--- config.mk ---
export PLATFORM = sky130hd
export DESIGN_NAME = ecu_lifecycle_supervisor_top_flat
export DESIGN_NICKNAME = d
export VERILOG_FILES = /design/src/sv/els_pkg.sv /design/src/sv/els_if.sv /design/src/sv/ecu_lifecycle_supervisor_top.sv /design/src/flat_wrapper.sv
export SDC_FILE = /design/constraint.sdc
export NUM_CORES = 1
export LEC_CHECK = 0
export ABC_AREA = 1
export BUFFER_PORTS_ARGS = -buffer_cell sky130_fd_sc_hd__buf_2
export CAP_MARGIN = 30
export CORE_ASPECT_RATIO = 0.5
export CORE_MARGIN = 1.5
export CORE_UTILIZATION = 37
export DETAILED_ROUTE_END_ITERATION = 16
export PLACE_DENSITY_LB_ADDON = 0.08
export SKIP_CTS_REPAIR_TIMING = 1
export SLEW_MARGIN = 40
export SYNTH_ARGS = -nofsm -noshare
export SYNTH_HDL_FRONTEND = slang
export SYNTH_SLANG_ARGS = --single-unit
--- constraint.sdc ---
create_clock -name clock -period 6.1 [get_ports clock]
set_input_delay 1.22 -clock clock [delete_from_list [all_inputs] [get_ports clock]]
set_output_delay 1.22 -clock clock [all_outputs]
set_load 0.02 [all_outputs]
--- src/sv/els_pkg.sv ---
package els_pkg;

   // Event codes carried in the cmd field
   localparam logic [2:0] CMD_TICK      = 3'd0;
   localparam logic [2:0] CMD_POWER_ON  = 3'd1;
   localparam logic [2:0] CMD_POWER_OFF = 3'd2;
   localparam logic [2:0] CMD_COMM      = 3'd3;
   localparam logic [2:0] CMD_LATCH     = 3'd4;
   localparam logic [2:0] CMD_CLEAR     = 3'd5;
   localparam logic [2:0] CMD_RESET     = 3'd6;

   // Register indexes of the CSR port
   localparam logic [1:0] CSR_POWER_ON_DELAY  = 2'd0;
   localparam logic [1:0] CSR_COMM_TIMEOUT    = 2'd1;
   localparam logic [1:0] CSR_RECOVERY_DELAY  = 2'd2;
   localparam logic [1:0] CSR_PERIODIC_PERIOD = 2'd3;

   localparam int unsigned CSR_INDEX_BITS = 2;
   localparam int unsigned CSR_DATA_BITS  = 32;

   // Register reset values
   localparam logic [31:0] POWER_ON_DELAY_RST  = 32'd100;
   localparam logic [31:0] COMM_TIMEOUT_RST    = 32'd500;
   localparam logic [31:0] RECOVERY_DELAY_RST  = 32'd1000;
   localparam logic [31:0] PERIODIC_PERIOD_RST = 32'd10;

   // Fixed dwell times in milliseconds
   localparam logic [31:0] SELF_TEST_DWELL = 32'd60;
   localparam logic [31:0] SETTLE_DWELL    = 32'd100;

   localparam logic [15:0] ATTEMPT_MAX = 16'hFFFF;

   typedef struct packed {
      logic [2:0]  cmd;
      logic        fault_present;
      logic [31:0] now_ms;
   } req_item_type;

   typedef struct packed {
      logic [2:0]  mode;
      logic        mode_changed;
      logic        periodic_fire;
      logic        safe_outputs;
      logic        comm_fault_flag;
      logic        latched_flag;
      logic        powered;
      logic [15:0] attempts;
   } rsp_item_type;

endpackage

--- src/sv/els_if.sv ---
interface els_req_if;
   logic        valid;
   logic        ready;
   logic [2:0]  cmd;
   logic        fault_present;
   logic [31:0] now_ms;

   modport source (output valid, cmd, fault_present, now_ms, input ready);
   modport sink (input valid, cmd, fault_present, now_ms, output ready);
endinterface

interface els_rsp_if;
   logic        valid;
   logic        ready;
   logic [2:0]  mode;
   logic        mode_changed;
   logic        periodic_fire;
   logic        safe_outputs;
   logic        comm_fault_flag;
   logic        latched_flag;
   logic        powered;
   logic [15:0] attempts;

   modport source (output valid, mode, mode_changed, periodic_fire, safe_outputs,
                   comm_fault_flag, latched_flag, powered, attempts, input ready);
   modport sink (input valid, mode, mode_changed, periodic_fire, safe_outputs,
                 comm_fault_flag, latched_flag, powered, attempts, output ready);
endinterface

--- src/sv/ecu_lifecycle_supervisor_top.sv ---
// Controller lifecycle supervisor.
// req_bus carries one event per item: cmd, fault_present and a millisecond
// timestamp now_ms. rsp_bus returns exactly one item per event: the mode after
// the event, change/periodic/safe indications, the fault flags, power request
// and the saturating recovery attempt count.
// The csr_ port writes the four 32-bit timing registers (power-on delay, comm
// timeout, recovery delay, periodic period); write only while no event is in
// flight.
// An accepted event is held in an input register, its decision is evaluated
// from that register and the lifecycle state, and the result is registered
// in the result register, from which the result item is offered.
// Throughput: one event per cycle. The only feedback path is the lifecycle
// state update, which completes in the same cycle as the result register load.
// When the receiver stalls, the result register holds its item and the input
// register may still take one more event; req_bus.ready then drops until the
// result is taken.
// Reset (synchronous, active high) returns to power off with all flags,
// timestamps and the attempt count cleared and the registers at defaults.
module ecu_lifecycle_supervisor_top #(
   parameter int unsigned TIME_BITS = 32
) (
   input  logic                                   clock,
   input  logic                                   reset,
   els_req_if.sink                                req_bus,
   els_rsp_if.source                              rsp_bus,
   input  logic                                   csr_we,
   input  logic [els_pkg::CSR_INDEX_BITS-1:0]     csr_index,
   input  logic [els_pkg::CSR_DATA_BITS-1:0]      csr_wdata
);

   localparam int unsigned CW = (TIME_BITS > 32) ? TIME_BITS : 32;

   typedef enum logic [2:0] {
      MODE_OFF       = 3'd0,
      MODE_INIT      = 3'd1,
      MODE_SELF_TEST = 3'd2,
      MODE_STANDBY   = 3'd3,
      MODE_RUN       = 3'd4,
      MODE_FAULT     = 3'd5,
      MODE_RECOVERY  = 3'd6
   } mode_type;

   // Pipeline registers
   logic                  in_vld_ff;
   els_pkg::req_item_type in_item_ff;
   logic                  out_vld_ff;
   els_pkg::rsp_item_type rsp_ff;
   els_pkg::rsp_item_type rsp_in;

   // Lifecycle state
   mode_type              mode_ff, mode_in;
   logic [TIME_BITS-1:0]  since_ff, since_in;
   logic [TIME_BITS-1:0]  per_ff, per_in;
   logic                  power_ff, power_in;
   logic                  comm_ff, comm_in;
   logic                  latch_ff, latch_in;
   logic [15:0]           att_ff, att_in;

   // Timing registers
   logic [31:0]           pod_ff, cto_ff, rcd_ff, per_period_ff;

   logic                  advance;
   logic                  take_req;
   logic [TIME_BITS-1:0]  now_t;
   logic [TIME_BITS-1:0]  d_mode;
   logic [TIME_BITS-1:0]  d_per;
   logic [CW-1:0]         d_mode_x;
   logic [CW-1:0]         d_per_x;
   logic                  ge_pod, ge_cto, ge_rcd, ge_self, ge_settle, ge_per;
   logic                  enter;
   mode_type              enter_mode;
   logic                  fire, safe;

   // Handshake: the compute stage moves when the result slot is free or drained
   assign advance  = in_vld_ff && (!out_vld_ff || rsp_bus.ready);
   assign take_req = req_bus.valid && req_bus.ready;
   assign req_bus.ready = !in_vld_ff || advance;

   assign rsp_bus.valid           = out_vld_ff;
   assign rsp_bus.mode            = rsp_ff.mode;
   assign rsp_bus.mode_changed    = rsp_ff.mode_changed;
   assign rsp_bus.periodic_fire   = rsp_ff.periodic_fire;
   assign rsp_bus.safe_outputs    = rsp_ff.safe_outputs;
   assign rsp_bus.comm_fault_flag = rsp_ff.comm_fault_flag;
   assign rsp_bus.latched_flag    = rsp_ff.latched_flag;
   assign rsp_bus.powered         = rsp_ff.powered;
   assign rsp_bus.attempts        = rsp_ff.attempts;

   // Elapsed times by wrapping subtraction
   assign now_t    = TIME_BITS'(in_item_ff.now_ms);
   assign d_mode   = now_t - since_ff;
   assign d_per    = now_t - per_ff;
   assign d_mode_x = CW'(d_mode);
   assign d_per_x  = CW'(d_per);

   assign ge_pod    = d_mode_x >= CW'(pod_ff);
   assign ge_cto    = d_mode_x >= CW'(cto_ff);
   assign ge_rcd    = d_mode_x >= CW'(rcd_ff);
   assign ge_self   = d_mode_x >= CW'(els_pkg::SELF_TEST_DWELL);
   assign ge_settle = d_mode_x >= CW'(els_pkg::SETTLE_DWELL);
   assign ge_per    = d_per_x >= CW'(per_period_ff);

   // Decide the transition for the held event
   always_comb begin
      enter      = 1'b0;
      enter_mode = mode_ff;
      power_in   = power_ff;
      comm_in    = comm_ff;
      latch_in   = latch_ff;
      att_in     = att_ff;
      per_in     = per_ff;
      fire       = 1'b0;
      safe       = 1'b0;
      case (in_item_ff.cmd)
         els_pkg::CMD_TICK: begin
            if (power_ff) begin
               unique case (mode_ff)
                  MODE_INIT: begin
                     if (ge_pod) begin
                        enter = 1'b1; enter_mode = MODE_SELF_TEST;
                     end
                  end
                  MODE_SELF_TEST: begin
                     if (ge_self) begin
                        enter = 1'b1; enter_mode = MODE_STANDBY;
                     end
                  end
                  MODE_STANDBY: begin
                     if (comm_ff) begin
                        if (ge_cto) begin
                           enter = 1'b1; enter_mode = MODE_FAULT;
                        end
                     end else if (ge_settle) begin
                        enter = 1'b1; enter_mode = MODE_RUN;
                     end
                  end
                  MODE_RUN: begin
                     if (comm_ff) begin
                        enter = 1'b1; enter_mode = MODE_FAULT;
                     end
                  end
                  MODE_FAULT: begin
                     if (!latch_ff && ge_rcd) begin
                        if (att_ff != els_pkg::ATTEMPT_MAX) att_in = att_ff + 16'd1;
                        enter = 1'b1; enter_mode = MODE_RECOVERY;
                     end
                  end
                  MODE_RECOVERY: begin
                     if (ge_settle) begin
                        enter = 1'b1; enter_mode = MODE_STANDBY;
                     end
                  end
                  default: ;
               endcase
               // Periodic and safe indications follow the mode after the move
               if (enter_mode == MODE_RUN && ge_per) begin
                  fire   = 1'b1;
                  per_in = now_t;
               end
               safe = (enter_mode == MODE_OFF) || (enter_mode == MODE_FAULT);
            end else begin
               safe = 1'b1;
            end
         end
         els_pkg::CMD_POWER_ON: begin
            if (!power_ff || mode_ff == MODE_OFF) begin
               power_in = 1'b1;
               comm_in  = 1'b0;
               latch_in = 1'b0;
               att_in   = '0;
               enter    = 1'b1; enter_mode = MODE_INIT;
            end
         end
         els_pkg::CMD_POWER_OFF: begin
            power_in = 1'b0;
            comm_in  = 1'b0;
            latch_in = 1'b0;
            att_in   = '0;
            enter    = 1'b1; enter_mode = MODE_OFF;
         end
         els_pkg::CMD_COMM: begin
            if (comm_ff != in_item_ff.fault_present) begin
               comm_in = in_item_ff.fault_present;
               if (in_item_ff.fault_present &&
                   (mode_ff == MODE_STANDBY || mode_ff == MODE_RUN)) begin
                  enter = 1'b1; enter_mode = MODE_FAULT;
               end else if (!in_item_ff.fault_present && mode_ff == MODE_FAULT &&
                            !latch_ff) begin
                  enter = 1'b1; enter_mode = MODE_RECOVERY;
               end
            end
         end
         els_pkg::CMD_LATCH: begin
            latch_in = 1'b1;
            enter    = 1'b1; enter_mode = MODE_FAULT;
         end
         els_pkg::CMD_CLEAR: begin
            comm_in  = 1'b0;
            latch_in = 1'b0;
            if (mode_ff == MODE_FAULT) begin
               enter = 1'b1; enter_mode = MODE_RECOVERY;
            end
         end
         els_pkg::CMD_RESET: begin
            power_in = 1'b1;
            comm_in  = 1'b0;
            latch_in = 1'b0;
            att_in   = '0;
            enter    = 1'b1; enter_mode = MODE_INIT;
         end
         default: ;
      endcase

      mode_in  = enter_mode;
      since_in = enter ? now_t : since_ff;

      rsp_in.mode            = mode_in;
      rsp_in.mode_changed    = enter;
      rsp_in.periodic_fire   = fire;
      rsp_in.safe_outputs    = safe;
      rsp_in.comm_fault_flag = comm_in;
      rsp_in.latched_flag    = latch_in;
      rsp_in.powered         = power_in;
      rsp_in.attempts        = att_in;
   end

   // Hold state, registers and the pipeline
   always_ff @(posedge clock) begin
      if (reset) begin
         in_vld_ff     <= 1'b0;
         out_vld_ff    <= 1'b0;
         mode_ff       <= MODE_OFF;
         since_ff      <= '0;
         per_ff        <= '0;
         power_ff      <= 1'b0;
         comm_ff       <= 1'b0;
         latch_ff      <= 1'b0;
         att_ff        <= '0;
         pod_ff        <= els_pkg::POWER_ON_DELAY_RST;
         cto_ff        <= els_pkg::COMM_TIMEOUT_RST;
         rcd_ff        <= els_pkg::RECOVERY_DELAY_RST;
         per_period_ff <= els_pkg::PERIODIC_PERIOD_RST;
      end else begin
         // Input stage
         if (take_req) begin
            in_vld_ff             <= 1'b1;
            in_item_ff.cmd           <= req_bus.cmd;
            in_item_ff.fault_present <= req_bus.fault_present;
            in_item_ff.now_ms        <= req_bus.now_ms;
         end else if (advance) begin
            in_vld_ff <= 1'b0;
         end

         // Commit state and load the result
         if (advance) begin
            mode_ff    <= mode_in;
            since_ff   <= since_in;
            per_ff     <= per_in;
            power_ff   <= power_in;
            comm_ff    <= comm_in;
            latch_ff   <= latch_in;
            att_ff     <= att_in;
            rsp_ff     <= rsp_in;
            out_vld_ff <= 1'b1;
         end else if (rsp_bus.ready) begin
            out_vld_ff <= 1'b0;
         end

         // Timing register writes
         if (csr_we) begin
            unique case (csr_index)
               els_pkg::CSR_POWER_ON_DELAY:  pod_ff        <= csr_wdata;
               els_pkg::CSR_COMM_TIMEOUT:    cto_ff        <= csr_wdata;
               els_pkg::CSR_RECOVERY_DELAY:  rcd_ff        <= csr_wdata;
               els_pkg::CSR_PERIODIC_PERIOD: per_period_ff <= csr_wdata;
            endcase
         end
      end
   end

   // Power off mode never coexists with a power request
   a_off_unpowered: assert property (@(posedge clock) disable iff (reset)
      mode_ff == MODE_OFF |-> !power_ff)
      else $error("power requested while in power off");

   // The periodic task only fires in run
   a_fire_in_run: assert property (@(posedge clock) disable iff (reset)
      out_vld_ff && rsp_ff.periodic_fire |-> rsp_ff.mode == MODE_RUN)
      else $error("periodic fire outside run");

   // Non-tick events never raise tick indications
   a_tick_only: assert property (@(posedge clock) disable iff (reset)
      advance && in_item_ff.cmd != els_pkg::CMD_TICK
      |=> !rsp_ff.periodic_fire && !rsp_ff.safe_outputs)
      else $error("tick indication on a non-tick event");

   // Attempts only drop on power on, power off or reset
   a_attempts_mono: assert property (@(posedge clock) disable iff (reset)
      advance && in_item_ff.cmd != els_pkg::CMD_POWER_ON &&
      in_item_ff.cmd != els_pkg::CMD_POWER_OFF && in_item_ff.cmd != els_pkg::CMD_RESET
      |=> att_ff >= $past(att_ff))
      else $error("attempt count decreased");

   // A mode change restamps the dwell timer
   a_restamp: assert property (@(posedge clock) disable iff (reset)
      advance && enter |=> since_ff == $past(now_t))
      else $error("dwell start not updated on mode change");

endmodule

--- src/flat_wrapper.sv ---
// flat-port wrapper written by rule: the top's interface ports become plain ports
module ecu_lifecycle_supervisor_top_flat 
#(
   parameter int unsigned TIME_BITS = 32
)
  (clock, reset, csr_we, csr_index, csr_wdata, req_bus_valid, req_bus_cmd, req_bus_fault_present, req_bus_now_ms, req_bus_ready, rsp_bus_valid, rsp_bus_mode, rsp_bus_mode_changed, rsp_bus_periodic_fire, rsp_bus_safe_outputs, rsp_bus_comm_fault_flag, rsp_bus_latched_flag, rsp_bus_powered, rsp_bus_attempts, rsp_bus_ready);
  els_req_if req_bus_i ();
  els_rsp_if rsp_bus_i ();
  input  logic clock;
  input  logic reset;
  input  logic csr_we;
  input  logic [els_pkg::CSR_INDEX_BITS-1:0] csr_index;
  input  logic [els_pkg::CSR_DATA_BITS-1:0] csr_wdata;
  input wire logic [$bits(req_bus_i.valid)-1:0] req_bus_valid;
  input wire logic [$bits(req_bus_i.cmd)-1:0] req_bus_cmd;
  input wire logic [$bits(req_bus_i.fault_present)-1:0] req_bus_fault_present;
  input wire logic [$bits(req_bus_i.now_ms)-1:0] req_bus_now_ms;
  output wire logic [$bits(req_bus_i.ready)-1:0] req_bus_ready;
  output wire logic [$bits(rsp_bus_i.valid)-1:0] rsp_bus_valid;
  output wire logic [$bits(rsp_bus_i.mode)-1:0] rsp_bus_mode;
  output wire logic [$bits(rsp_bus_i.mode_changed)-1:0] rsp_bus_mode_changed;
  output wire logic [$bits(rsp_bus_i.periodic_fire)-1:0] rsp_bus_periodic_fire;
  output wire logic [$bits(rsp_bus_i.safe_outputs)-1:0] rsp_bus_safe_outputs;
  output wire logic [$bits(rsp_bus_i.comm_fault_flag)-1:0] rsp_bus_comm_fault_flag;
  output wire logic [$bits(rsp_bus_i.latched_flag)-1:0] rsp_bus_latched_flag;
  output wire logic [$bits(rsp_bus_i.powered)-1:0] rsp_bus_powered;
  output wire logic [$bits(rsp_bus_i.attempts)-1:0] rsp_bus_attempts;
  input wire logic [$bits(rsp_bus_i.ready)-1:0] rsp_bus_ready;
  assign req_bus_i.valid = req_bus_valid;
  assign req_bus_i.cmd = req_bus_cmd;
  assign req_bus_i.fault_present = req_bus_fault_present;
  assign req_bus_i.now_ms = req_bus_now_ms;
  assign req_bus_ready = req_bus_i.ready;
  assign rsp_bus_valid = rsp_bus_i.valid;
  assign rsp_bus_mode = rsp_bus_i.mode;
  assign rsp_bus_mode_changed = rsp_bus_i.mode_changed;
  assign rsp_bus_periodic_fire = rsp_bus_i.periodic_fire;
  assign rsp_bus_safe_outputs = rsp_bus_i.safe_outputs;
  assign rsp_bus_comm_fault_flag = rsp_bus_i.comm_fault_flag;
  assign rsp_bus_latched_flag = rsp_bus_i.latched_flag;
  assign rsp_bus_powered = rsp_bus_i.powered;
  assign rsp_bus_attempts = rsp_bus_i.attempts;
  assign rsp_bus_i.ready = rsp_bus_ready;
  ecu_lifecycle_supervisor_top #(.TIME_BITS(TIME_BITS)) u_core (.clock(clock), .reset(reset), .req_bus(req_bus_i), .rsp_bus(rsp_bus_i), .csr_we(csr_we), .csr_index(csr_index), .csr_wdata(csr_wdata));
endmodule
* Word-level counts from Yosys, hierarchy flattened
Index checks and enable logic that the tools add are counted.
** Operators by class
- Add/sub/neg operators :: 3
- Magnitude comparators :: 6
- Eq/ne operators :: 19
- Multiplexer cells :: 52
- Bitwise logic cells :: 1
- Reductions and logical operators :: 35
** Operator list (number)
- $ge 32x32->1 :: 4
- $mux 16 :: 5
- $sub 32x32->32 :: 2
- $mux 3 :: 16
- $pmux 16 s3 :: 1
- $ge 32x6->1 const B :: 1
- $ge 32x7->1 const B :: 1
- $eq 3x3->1 const B :: 8
- $mux 1 :: 23
- $pmux 3 s7 :: 1
- $pmux 3 s6 :: 1
- $add 16x1->16 const B :: 1
- $ne 16x16->1 const B :: 1
- $reduce_and 2->1 :: 8
- $eq 3x2->1 const B :: 4
- $logic_not 3->1 :: 3
- $pmux 1 s3 :: 3
- $logic_and 1x1->1 :: 7
- $eq 3x1->1 const B :: 2
- $pmux 1 s6 :: 1
- $reduce_or 3->1 :: 2
- $logic_not 1->1 :: 5
- $logic_or 1x1->1 :: 5
- $pmux 1 s5 :: 1
- other kinds (8) :: 10
** Storage, ports and cells
- Flip-flop bits (word level) :: 277
- Output and inout bits :: 27
- Word-level logic and storage cells :: 140

* Logic depth before layout (Yosys ltp)
Gate-level depths: netlist of run 1.
- Word-level depth :: 10
- Depth in mapped cells :: 37
- Gate-level depth less buffers :: 37

* Least setup slack after synthesis of run 1
No wires, ideal clock.
- Kind :: register to register
- From :: reg u_core.in_item_ff (netlist bit u_core.now_t[0])
- To :: reg u_core.per_ff[1]
- Data arrival time :: 4435 ps
- Path slack :: 1551 ps
- Stages on the path, launching flop included :: 34
- Path buffers :: 1
- Period minus slack after synthesis :: 4549 ps
- Cells stage by stage :: edfxtp_1 > inv_1 > ha_1 > inv_1 > fa_1 > nand3_1 > nand2_1 > a21oi_1 > o21ai_1 > a21boi_1 > o21ai_0 > a21boi_1 > o21ai_1 > a21boi_1 > o21ai_1 > a21boi_1 > o21ai_1 > nand2_1 > nand2_1 > nand2_1 > nand2_1 > ha_1 > nand2_1 > inv_1 > nand3_1 > nor3_1 > inv_1 > o21ai_0 > nand2_1 > a21oi_2 > nand4_4 > buf_4 > nor2_1 > nor2_1
** On the way
- Longest elaborated chain between the ends :: 10
- Elaborated cells between the ends (all ways) :: 22
- Those cells by class :: add/sub (2); order compare (6); eq/ne (1); mux (10); reduce/logical (3)
** RTL lines
- start: declaration :: RTL line ecu_lifecycle_supervisor_top.sv:45 : els_pkg::req_item_type in_item_ff;
- $sub 32x32->32 :: RTL line ecu_lifecycle_supervisor_top.sv:91 : assign d_mode = now_t - since_ff;
- $ge 32x7->1, or another cell as far along :: RTL line ecu_lifecycle_supervisor_top.sv:100 : assign ge_settle = d_mode_x >= CW'(els_pkg::SETTLE_DWELL);
- $mux 3, or another cell as far along :: RTL line ecu_lifecycle_supervisor_top.sv:133 : end else if (ge_settle) begin
- $mux 3, on equally long branches :: RTL line ecu_lifecycle_supervisor_top.sv:129, ecu_lifecycle_supervisor_top.sv:143
- $pmux 3 s6 :: RTL line ecu_lifecycle_supervisor_top.sv:117 : unique case (mode_ff)
- $mux 3 :: RTL line ecu_lifecycle_supervisor_top.sv:116 : if (power_ff) begin
- $mux 3 :: RTL line ecu_lifecycle_supervisor_top.sv:114 : case (in_item_ff.cmd)
- $eq 3x3->1 :: RTL line ecu_lifecycle_supervisor_top.sv:156 : if (enter_mode == MODE_RUN && ge_per) begin
- $logic_and 1x1->1 * :: RTL line ecu_lifecycle_supervisor_top.sv:156
- $reduce_and 4->1 (no source line) *
- end signal: assignment :: RTL line ecu_lifecycle_supervisor_top.sv:258 : per_ff <= per_in;
- end: declaration :: RTL line ecu_lifecycle_supervisor_top.sv:53 : logic [TIME_BITS-1:0] per_ff, per_in;
Mark *: on every way between the ends. The rest lies on a longest branch, timed or not. The select of a mux whose other input is x is not followed.
A chain may end at the register's enable or synchronous reset.

* Worst setup path after layout of run 1
- From :: reg u_core.in_item_ff (netlist bit u_core.now_t[1])
- To :: reg u_core.per_ff[9]
The elaborated chain is that of the path after synthesis.

==> flow_summary.yaml, run 1 <==
outcome:
  status: "complete, no violations"
placement:
  placed_area_um2: 18520
  numPortBuffers: 101
  pre_cts_slack_ps: 576.2
  hpwl_mm: 35.13
  place.gp.congestion: 0.9318
timing:
  worst_slack_ps: 668.9
  hold_ws_ps: 460.6
  hold_viol: 0
  skew_ps: 26.06
  finalMaxSlewViolations: 0
  fmax_mhz: 184.1
  rsz0062_at_grt: "no"
  max-slew-margin-rel: 0.4352
  setup_tns_ps: 0
  worstMarginPinSlew_ps: 825.8
  period_needed_ps: 5431
  min_period_over_period: 0.8903
  setup_viol: 0
worst_setup_path:
  path_buf_inv: 3
  r2r_slack_ps: 670
  crit_slowest_cell: "edfxtp_1"
  path_delay_family: "compound AO/OA/AOI/OAI gates"
  crit_path_max_fanout: 64
  critPathKind: "reg2reg"
  critPathArrivalTime_ps: 5900
  worstPathRequired_ps: 6570
  critical_path.endpoint_type: "flip-flop"
  cp_slowest_stage_delay_ps: 510
  start_kind: "flip-flop"
  crit_top_cell: "nand2_1"
synthesis:
  synthMuxAreaShare: 0
  yosysWarnings: 0
  synth_top_cell_area_share: 0.2481
  synth_area_um2: 17430
  synth_top_cell_by_area: "dfxtp_1"
  syn_area_per_cell_um2: 7.253
  synthAdderAreaFrac: 0.1387
  synth.most_common_cell: "nand2_1"
  synthTopCellsByArea: "dfxtp_1 25%, ha_1 14%, edfxtp_1 11%"
  synth-xor-area-share: 0.02305
  ys_types: 50
  synth_common_cells: "459 x nand2_1, 391 x inv_1, 283 x a21oi_1, 216 x dfxtp_1, 203 x nor2_1"
  synth_edf_count: 61
  synth_top_family_by_area: "simple AND/OR/NAND/NOR gates"
  synth_top_flop_cell: "dfxtp_1"
  ys_ff_latch: 277
  ys_seq_area_frac: 0.3532
  syn_inst: 2403
  synth_simple_gate_area_share: 0.2017
  async_flop_share: 0
  syn-num-nets: 2670
  synth_compound_area_frac: 0.1784
layout:
  fin_area_um2: 19480
  diodes: 0
  area_growth_pct: 11.80
  drive_gt1_frac: 0.07840
  nNetsFinal: 2745
  fill_cells: 4805
clocking:
  clkLatencyLatePin_ps: 590
  cts_buffers: 28
  numClockSinks: 277
  htreeDepth: 1
  clock_tree.buffer_depth: 3
  ctsRootBufferMaster: "clkbuf_16"
  clk_pin_slew_ps: 70
  cts_tree: "done"
floorplan:
  die-area_um2: 48490
  core_um2: 45830
  fp.dieH_um: 156.5
  die_w_um: 309.9
  rows: 55
  start_util: 0.3803
  design.portCount: 102
drt:
  wl_mm: 46.03
  antenna_left: 0
  vias: 15090
  wl_per_cell_um: 14.72
  vias_per_cell: 4.827
  dr.first_iter.drc_count: 910
  firstDrtPassIters: 7
  drc: 0
pwr:
  clkPwrFrac: 0.387
  switchingPower_mw: 1.445
  powerDensity_nw_per_um2: 243.2
  power.internal_mw: 3.294
  finalPower_mw: 4.739
  irDropWorstVdd_mv: 0.2010
  p_sw_frac: 0.3048
  seqPwrFrac: 0.420
  combPwrFrac: 0.193
  total_leakage_power_nw: 8.620
grt:
  grt_pass1_vias: 13960
  groute.usage.overall: 0.1909
  grt_pass1_wl_mm: 74.50
  grt_max_degree: 88
  grt-ovfl-total: 0
  antenna_found_initial: 0
job:
  maxCapViolations: 0
min_path:
  hold_path_class: "reg2reg"
[cell type report]
class                   count  area (µm²)  share of cell area
multi-input cells        1656        9465              0.4858
flip-flops and latches    277        6156              0.3159
inverters                 399        1503             0.07712
well taps                 627       784.5             0.04026
clock buffers              31       743.2             0.03814
repair buffers            116       618.1             0.03172
clock inverters            21       215.2             0.01104
[placed cells by master (no fill, tap or decap), types with 10 or more instances in the layout]
| cell | n |
|---|---|
| o211ai_1 | 17 |
| dfxtp_1 | 216 |
| o21ai_1 | 16 |
| edfxtp_1 | 61 |
| nor2_1 | 201 |
| xnor2_1 | 13 |
| nor3_1 | 42 |
| inv_1 | 391 |
| a211oi_1 | 14 |
| clkbuf_16 | 29 |
| ha_1 | 190 |
| nand4_1 | 16 |
| buf_2 | 101 |
| nand2_1 | 459 |
| a21oi_1 | 283 |
| o21ai_0 | 192 |
| o21bai_1 | 10 |
| buf_4 | 15 |
| nand3_1 | 96 |
| xor2_1 | 31 |
[layer usage]
metal  share of wire  up-vias  track usage
met3           0.041       51      0.02885
li1                -     8058            -
met4           0.017        0      0.03508
met2            0.45      217       0.3129
met5               0        -            0
met1            0.49     6768       0.2672
[metrics by stage]
| step | util | std cells |
|---|---|---|
| floorplan | - | 2403 |
| global placement | 0.4040 | 3075 |
| detailed placement | 0.4040 | 3075 |
| CTS | 0.4249 | 3127 |
| global route | 0.4251 | 3127 |
| finish | 0.4251 | 3127 |
[tightest hold or removal path: stages, from the launching register on]
cell and delay [ps]:
dfxtp_1 310, nand2_1 60, a21oi_1 50
[logic make-up after synthesis]
| group | Yosys count |
|---|---|
| and+or+nand+nor | 846 |
| adders and majority gates | 192 |
| DFF | 277 |
| AOI/OAI and AO/OA | 573 |
| xor gates and xnor gates | 45 |
| buffers and inverters | 470 |
[registers in the layout (all words and copies together), names as in the netlist, 4 cells and up]
name	flops
u_core.per_period_ff	32
u_core.cto_ff	32
u_core.rsp_bus.attempts	16
u_core.att_ff	16
u_core.rcd_ff	32
u_core.since_ff	32
u_core.in_item_ff	4
u_core.per_ff	32
u_core.pod_ff	32
u_core.now_t	32
[path summary, 6_finish.rpt]
| path | from | end | cells past startpoint |
|---|---|---|---|
| setup / recovery | u_core.now_t[1] | u_core.per_ff[9] | 29 |
| hold / removal | u_core.since_ff[13] | u_core.since_ff[13] | 2 |
| setup reg to reg | u_core.now_t[1] | u_core.per_ff[9] | 29 |
| hold reg to reg | u_core.since_ff[13] | u_core.since_ff[13] | 2 |
[power groups by stage]
stage                     Combinational (mW)  Sequential, mW  Clock, mW
after CTS                              0.925            1.99       1.89
after global routing                    1.06            2.00       1.97
after floorplan                        0.656            2.03          0
after global placement                 0.912            2.03          0
final                                  0.914            1.99       1.83
after detailed placement               0.917            2.03          0
(Power assumes the default switching activity.)
==> inputs of run 2 (changes only) <==
Settings changed: REMOVE_ABC_BUFFERS set to 1.
==> flow_summary.yaml, run 2 (synthesized netlist as in run 1, its figures left out) <==
worst_setup_path:
  crit_slowest_cell: "edfxtp_1"
  crit_path_max_fanout: 64
  worstPathRequired_ps: 6560
  cp_slowest_stage_delay_ps: 510
  cp-startpoint: "u_core.now_t[1]"
  r2r-start: "u_core.now_t[1]"
  crit_top_cell: "nand2_1"
  start_kind: "flip-flop"
  critPathArrivalTime_ps: 5870
  critical_path.endpoint_type: "flip-flop"
  critPathKind: "reg2reg"
drt:
  vias: 15150
  firstDrtPassIters: 5
  dr.first_iter.drc_count: 939
  drc: 0
  wl_per_cell_um: 14.87
  wl_mm: 46.51
  antenna_left: 0
  vias_per_cell: 4.843
grt:
  groute.usage.overall: 0.1926
  grt-ovfl-total: 0
  grt_pass1_wl_mm: 75.17
  grt_max_degree: 67
  antenna_found_initial: 0
  grt_pass1_vias: 14010
outcome:
  status: "complete, no violations"
floorplan:
  start_util: 0.3803
  core_um2: 45830
  die_w_um: 309.9
  design.portCount: 102
  fp.dieH_um: 156.5
  rows: 55
  die-area_um2: 48490
min_path:
  worstHoldStart: "u_core.since_ff[17]"
  hold_path_class: "reg2reg"
timing:
  max-slew-margin-rel: 0.4835
  hold_viol: 0
  min_period_over_period: 0.8870
  worstMarginPinSlew_ps: 774.8
  setup_viol: 0
  period_needed_ps: 5411
  fmax_mhz: 184.8
  finalMaxSlewViolations: 0
  skew_ps: 16.75
  setup_tns_ps: 0
  rsz0062_at_grt: "no"
  hold_ws_ps: 459.9
clocking:
  clkLatencyLatePin_ps: 570
  htreeDepth: 1
  cts_tree: "done"
  numClockSinks: 277
  clock_tree.buffer_depth: 3
  cts_buffers: 28
  clk_pin_slew_ps: 60
  ctsRootBufferMaster: "clkbuf_16"
layout:
  area_growth_pct: 11.57
  fill_cells: 4833
  diodes: 0
  utilization: 0.4243
  mostFrequentLayoutCell: "nand2_1"
  drive_gt1_frac: 0.07637
  layout_common_cells: "459 x nand2_1, 391 x inv_1, 283 x a21oi_1"
  nNetsFinal: 2746
placement:
  hpwl_mm: 35.63
  place.gp.congestion: 0.9119
  numPortBuffers: 101
pwr:
  total_leakage_power_nw: 8.603
  powerDensity_nw_per_um2: 240.4
  irDropWorstVdd_mv: 0.1994
job:
  maxCapViolations: 0
## run 2: path summary, 6_finish.rpt
path,to,slack (ps),cells past startpoint
worst min register to register,u_core.since_ff[17],460,2
worst max-delay path,u_core.per_ff[17],690,29
worst min-delay path,u_core.since_ff[17],460,2
worst max register to register,u_core.per_ff[17],690,29
## run 2: power by group
group	switching, mW	leakage, nW	internal [mW]
Sequential	0.0392	2.33	1.95
Combinational	0.595	5.83	0.325
Clock	0.782	0.445	0.980
Total	1.42	8.60	3.26
## run 2: layout make-up
cell class | count | area [µm²] | area share
sequential | 277 | 6156 | 0.3166
clock inverter | 17 | 148.9 | 0.007657
clock buffer | 35 | 768.2 | 0.03951
tap | 627 | 784.5 | 0.04034
timing repair buffer | 117 | 625.6 | 0.03217
inverter | 399 | 1500 | 0.07715
multi-input combinational | 1656 | 9462 | 0.4866
## run 2: critical path: cells and delay by family (launching register included)
family / cells / cell delay (ps)
buf+inv: 3 / 720
compound gates: 14 / 2480
xor+xnor: 1 / 170
simple gates: 9 / 790
flops: 1 / 510
fa+ha+maj: 2 / 600
## run 2: layer usage
metal / wire (µm) / track usage / vias up / part of all wire
met5: 0 / 0 / - / 0
met4: 641 / 0.03113 / 0 / 0.014
met3: 1701 / 0.02681 / 44 / 0.037
met2: 21130 / 0.3236 / 204 / 0.45
met1: 23040 / 0.2661 / 6843 / 0.50
li1: - / - / 8057 / -
## run 2: through the flow
step | area [µm²] | power, mW | setup WS (ps) | std cells
floorplan | 17100 | 2.671 | 1239 | 2332
global placement | 18520 | 2.946 | 777.9 | 3076
detailed placement | 18520 | 2.956 | 681.1 | 3076
CTS | 19440 | 4.750 | 641.1 | 3128
global route | 19440 | 4.966 | 54.83 | 3128
finish | 19440 | 4.675 | 689.2 | 3128
